<file path="src/hdl/hdpd_pkg.sv">
// Shared types and constants for the Huffman delta-PCM decoder.
// Used by hdpd_ctrl, hdpd_datapath and huffman_delta_pcm_decoder_core.
`timescale 1ns / 1ps

package hdpd_pkg;

   localparam int DICT_WORDS      = 512;
   localparam int DICT_ADDR_WIDTH = $clog2(DICT_WORDS);
   localparam int WORD_WIDTH      = 16;
   localparam int SAMPLE_WIDTH    = 8;
   localparam int BIT_COUNT_WIDTH = 24;
   localparam int BYTE_WIDTH      = 8;
   localparam int BIT_INDEX_WIDTH = 4;
   localparam int CSR_INDEX_WIDTH = 1;
   localparam int CSR_DATA_WIDTH  = 24;

   localparam logic [1:0] OP_DICT_WRITE = 2'd0;
   localparam logic [1:0] OP_DATA       = 2'd1;
   localparam logic [1:0] OP_START      = 2'd2;

   localparam logic [CSR_INDEX_WIDTH-1:0] CSR_DATA_BITS = 1'd0;
   localparam logic [CSR_INDEX_WIDTH-1:0] CSR_NEUTRAL   = 1'd1;

   localparam logic [SAMPLE_WIDTH-1:0] NEUTRAL_RESET = 8'd128;

   typedef struct packed {
      logic [1:0]                   opcode;
      logic [8:0]                   dict_address;
      logic signed [WORD_WIDTH-1:0] dict_word;
      logic [BYTE_WIDTH-1:0]        data_byte;
   } req_type;

   typedef struct packed {
      logic [SAMPLE_WIDTH-1:0] sample;
      logic                    last;
      logic                    stream_done;
   } rsp_type;

   // controller to datapath
   typedef struct packed {
      logic mem_write;
      logic start;
      logic load_byte;
      logic read_next;
      logic take_bit;
      logic leaf_advance;
      logic take_diff;
      logic stage_sample;
      logic stage_done;
      logic flush_last;
   } cmd_type;

   // datapath to controller
   typedef struct packed {
      logic playing;
      logic at_end;
      logic bits_empty;
      logic word_zero;
      logic pend_valid;
      logic out_free;
   } status_type;

endpackage

</file>
<file path="src/hdl/hdpd_ctrl.sv">
// Controller state machine: sequences the bit-by-bit tree walk of one
// data byte through the datapath. Depends on hdpd_pkg.
`timescale 1ns / 1ps

module hdpd_ctrl (
   input  logic                  clock,
   input  logic                  reset,
   input  logic                  req_valid,
   input  logic [1:0]            req_opcode,
   output logic                  req_stall,
   input  hdpd_pkg::status_type  status,
   output hdpd_pkg::cmd_type     cmd
);

   localparam logic [3:0] ST_IDLE    = 4'd0;
   localparam logic [3:0] ST_CHECK   = 4'd1;
   localparam logic [3:0] ST_STEP    = 4'd2;
   localparam logic [3:0] ST_LEAF_RD = 4'd3;
   localparam logic [3:0] ST_LEAF    = 4'd4;
   localparam logic [3:0] ST_DIFF    = 4'd5;
   localparam logic [3:0] ST_SAMPLE  = 4'd6;
   localparam logic [3:0] ST_DONE    = 4'd7;
   localparam logic [3:0] ST_FLUSH   = 4'd8;

   logic [3:0] state_ff, state_in;
   logic       can_stage;

   // staging is blocked only while a held result cannot leave
   assign can_stage = !status.pend_valid || status.out_free;
   assign req_stall = (state_ff != ST_IDLE);

   always_comb begin
      state_in = state_ff;
      cmd      = '0;
      case (state_ff)
         ST_IDLE: begin
            if (req_valid) begin
               case (req_opcode)
                  hdpd_pkg::OP_DICT_WRITE: cmd.mem_write = 1'b1;
                  hdpd_pkg::OP_START:      cmd.start = 1'b1;
                  hdpd_pkg::OP_DATA: begin
                     if (status.playing) begin
                        cmd.load_byte = 1'b1;
                        state_in      = ST_CHECK;
                     end
                  end
                  default: ;
               endcase
            end
         end
         ST_CHECK: begin
            // memory reads the word at the pointer during this state
            if (status.at_end) begin
               state_in = ST_DONE;
            end else if (status.bits_empty) begin
               state_in = ST_FLUSH;
            end else begin
               state_in = ST_STEP;
            end
         end
         ST_STEP: begin
            cmd.take_bit = 1'b1;
            state_in     = ST_LEAF_RD;
         end
         ST_LEAF_RD: begin
            state_in = ST_LEAF;
         end
         ST_LEAF: begin
            if (status.word_zero) begin
               cmd.read_next = 1'b1;
               state_in      = ST_DIFF;
            end else begin
               cmd.leaf_advance = 1'b1;
               state_in         = ST_CHECK;
            end
         end
         ST_DIFF: begin
            cmd.take_diff = 1'b1;
            state_in      = ST_SAMPLE;
         end
         ST_SAMPLE: begin
            if (can_stage) begin
               cmd.stage_sample = 1'b1;
               state_in         = ST_CHECK;
            end
         end
         ST_DONE: begin
            if (can_stage) begin
               cmd.stage_done = 1'b1;
               state_in       = ST_FLUSH;
            end
         end
         ST_FLUSH: begin
            if (!status.pend_valid) begin
               state_in = ST_IDLE;
            end else if (status.out_free) begin
               cmd.flush_last = 1'b1;
               state_in       = ST_IDLE;
            end
         end
         default: begin
            state_in = ST_IDLE;
         end
      endcase
   end

   always_ff @(posedge clock) begin
      if (reset) begin
         state_ff <= ST_IDLE;
      end else begin
         state_ff <= state_in;
      end
   end

endmodule

</file>
<file path="config.mk">
export PLATFORM = sky130hd
export DESIGN_NAME = hdpd_ctrl
export DESIGN_NICKNAME = d
export VERILOG_FILES = /design/src/hdl/hdpd_pkg.sv /design/src/hdl/hdpd_ctrl.sv
export SDC_FILE = /design/constraint.sdc
export NUM_CORES = 1
export LEC_CHECK = 0
export BUFFER_PORTS_ARGS = -buffer_cell sky130_fd_sc_hd__buf_2
export CAP_MARGIN = 25
export CORE_MARGIN = 10
export CORE_UTILIZATION = 25
export CTS_BUF_LIST = sky130_fd_sc_hd__clkbuf_4 sky130_fd_sc_hd__clkbuf_8 sky130_fd_sc_hd__clkbuf_16
export DETAILED_ROUTE_END_ITERATION = 8
export GPL_TIMING_DRIVEN = 0
export MAX_ROUTING_LAYER = met4
export PLACE_DENSITY = 0.48
export SETUP_SLACK_MARGIN = 0.5
export SYNTH_ARGS = -nofsm -noshare
export SYNTH_HDL_FRONTEND = slang
export SYNTH_SLANG_ARGS = --single-unit
</file>
<file path="constraint.sdc">
create_clock -name clock -period 1.75 [get_ports clock]
set_clock_uncertainty 0.15 [all_clocks]
set_input_delay 0.2625 -clock clock [delete_from_list [all_inputs] [get_ports clock]]
set_output_delay 0.2625 -clock clock [all_outputs]
set_load 0.05 [all_outputs]
</file>
==> impl_metrics.py <==
metrics = {
    "status": {
        "status": "complete, but fails checks",
        "violations": "negative setup slack",
    },
    "layout": {
        "layout_commonest_cell": "buf_6",
        "drive_gt1_share_pct": 79.17,
        "antenna_cells": 0,
        "area.growth.synth_to_final_pct": 164.8,
        "fin_nets": 109,
        "largest_register": "state_ff",
        "largest_register_ffs": 4,
        "final_cell_mix": "16 x buf_6, 10 x buf_2, 10 x buf_4, 6 x buf_8, 6 x nor2_4",
        "top_regs": "state_ff: 4 flops",
    },
    "worst_setup_path": {
        "cpLargestDelayFamily": "simple AND/OR/NAND/NOR gates",
        "start_kind": "register",
        "worstPathRequired_ns": 1.34,
        "cp-end-kind": "primary output",
        "path_max_fanout": 6,
        "crit_path_top_delay_cell": "dfxtp_2",
        "critPathKind": "reg -> out",
        "cp_common_cell": "buf_6",
        "critPathBufInv": 2,
        "arrival_ns": 1.39,
        "crit_chain": "buf_6 > nor2_4 > nand2_8 > nor4b_4 > buf_6",
        "slowest_delay_ns": 0.31,
    },
    "route": {
        "drt-initial-drc-count": 4,
        "post_drt_wl_per_cell_um": 14.84,
        "via_count": 553,
        "route.detailed.drc": 0,
        "drtPass1Iterations": 2,
        "routed_via_density": 4.938,
        "ant_nets": 0,
        "totalWireLength_um": 1662,
    },
    "logic_synthesis": {
        "synth-main-ff-cell": "dfxtp_1",
        "synth-edff-count": 0,
        "yosysWarnings": 0,
        "synth_top_area_share_pct": 20.32,
        "seq_area_frac_synth_pct": 20.32,
        "syn-cell-area_um2": 394.1,
        "synth.distinct_cells": 28,
        "syn_nets": 65,
        "yosysTopAreaCell": "dfxtp_1",
        "async_flop_share_pct": 0,
        "synth_cells": 54,
        "synth-seq-cells": 4,
        "syn_area_per_cell_um2": 7.299,
        "ys_top_cells_by_area": "dfxtp_1 20%, nor2_1 6.7%, a21oi_1 6.3%",
    },
    "sta": {
        "slew_violations": 0,
        "fin_ws_ns": -0.05618,
        "min_period_ns": 1.806,
        "max_freq_mhz": 553.7,
        "finalCritPeriodShare_pct": 103.2,
        "setup-tns-final_ns": -0.1664,
        "setup_viol": 6,
        "slew_headroom_pct": 75.21,
        "grt_setup_unrepaired": "true",
        "worst_slew_pin_slew_ns": 0.3710,
        "hold_viol": 0,
        "hold_slack_ns": 0.1075,
    },
    "power_and_ir_drop": {
        "p_int_uw": 817.6,
        "p_sw_share_pct": 45.64,
        "power_leakage_nw": 0.4335,
        "ir_drop_v": 0.001283,
        "power_mw": 1.504,
        "switching_power_uw": 686.4,
        "p_comb_share_pct": 83.3,
        "powerDensity_mw_per_mm2": 1441,
        "clockPowerShare_pct": 7.6,
        "seq_power_share_pct": 9.1,
    },
    "global_routing": {
        "antenna_found_initial": 0,
        "grt_max_degree": 10,
        "grt_pass1_vias": 615,
        "grt_first_pass_wirelength_um": 2815,
        "grt_usage_pct": 10.09,
        "grt_overflow": 0,
    },
    "clock_tree": {
        "tritoncts": "built",
        "root_buffer": "clkbuf_4",
        "path_clk_slew_ns": 0.04,
        "clkSinkCount": 4,
        "cts.htree.levels": 1,
        "cts_buffers": 3,
        "insertion_delay_ns": 0.24,
        "clockBufferDepth": 2,
    },
    "floorplan": {
        "initial_utilization_pct": 26.16,
        "pin_count": 22,
        "core-area_mm2": 0.001506,
        "rows": 14,
        "dieArea_mm2": 0.003565,
        "die_height_um": 59.71,
        "die_x_um": 59.71,
    },
    "placed_design": {
        "hpwl_um": 1090,
        "gp_congestion": 0.6998,
        "io_buffer_count": 21,
    },
    "flow_run": {
        "drv_cap": 0,
    },
    "min_path": {
        "hold_class": "in -> reg",
    },
}
-- layer usage --
metal	GRT usage (%)	share of wire (%)
met1	11.36	41
met2	16.32	51
met3	4.237	7.8
met4	1.923	0
met5	-	0
-- layout make-up --
class / count / area (um^2)
inverter: 2 / 7.507
fill: 112 / 462.9
tap: 16 / 20.02
multi-input combinational: 45 / 510.5
timing repair buffer: 39 / 357.8
buffer: 3 / 37.54
sequential: 4 / 87.58
clock buffer: 3 / 22.52
-- what timing repair did --
action / CTS / global route
endpoints found under the setup margin: 15 / 15
hold buffers: 0 / 0
pin swaps: 10 / 12
gates resized for setup: 49 / 11
setup buffers: 13 / 5
-- worst paths after layout --
path | startpoint | to | slack [ns] | cells after the start
worst max-delay path | state_ff[1]$_SDFFE_PP0P_ | cmd[8] | -0.06 | 5
worst min-delay path | reset | state_ff[2]$_SDFFE_PP0P_ | 0.11 | 2
worst max register to register | state_ff[2]$_SDFFE_PP0P_ | state_ff[3]$_SDFFE_PP0P_ | 0.09 | 7
worst min register to register | state_ff[3]$_SDFFE_PP0P_ | state_ff[3]$_SDFFE_PP0P_ | 0.42 | 2
-- power groups by stage --
stage          Sequential [mW]  Clock, mW  Combinational (mW)
4_1_cts                  0.135      0.121                1.12
6_report                 0.137      0.114                1.25
3_3_place_gp             0.132          0               0.686
3_5_place_dp             0.131          0               0.687
5_1_grt                  0.141      0.132                1.33
2_1_floorplan            0.130          0               0.566
-- stage by stage --
stage	utilization [%]	worst slack [ns]	cell area, um^2	instances
3_5_place_dp	43.36	0.06056	653.1	91
4_1_cts	63.29	-0.05860	953.4	107
6_report	69.27	-0.05618	1044	112
5_1_grt	69.27	-0.1170	1044	112
3_3_place_gp	43.36	0.06333	653.1	91
2_1_floorplan	-	-0.09540	528.0	54
-- cell families after synthesis --
family | after synthesis | share of synthesized area, %
flip-flops | 4 | 20.32
multiplexers | 1 | 2.540
AND/OR/NAND/NOR | 33 | 51.43
buffers and inverters | 5 | 8.888
AO/OA/AOI/OAI | 11 | 16.82
-- synthesized netlist by cell type (all sizes together), types with 3 or more instances --
| master | count |
|---|---|
| nor2 | 8 |
| dfxtp | 4 |
| nor4b | 3 |
| a21oi | 5 |
| buf | 3 |
| nand2b | 4 |
| o21ai | 3 |
Power figures use the tool's default switching activity.
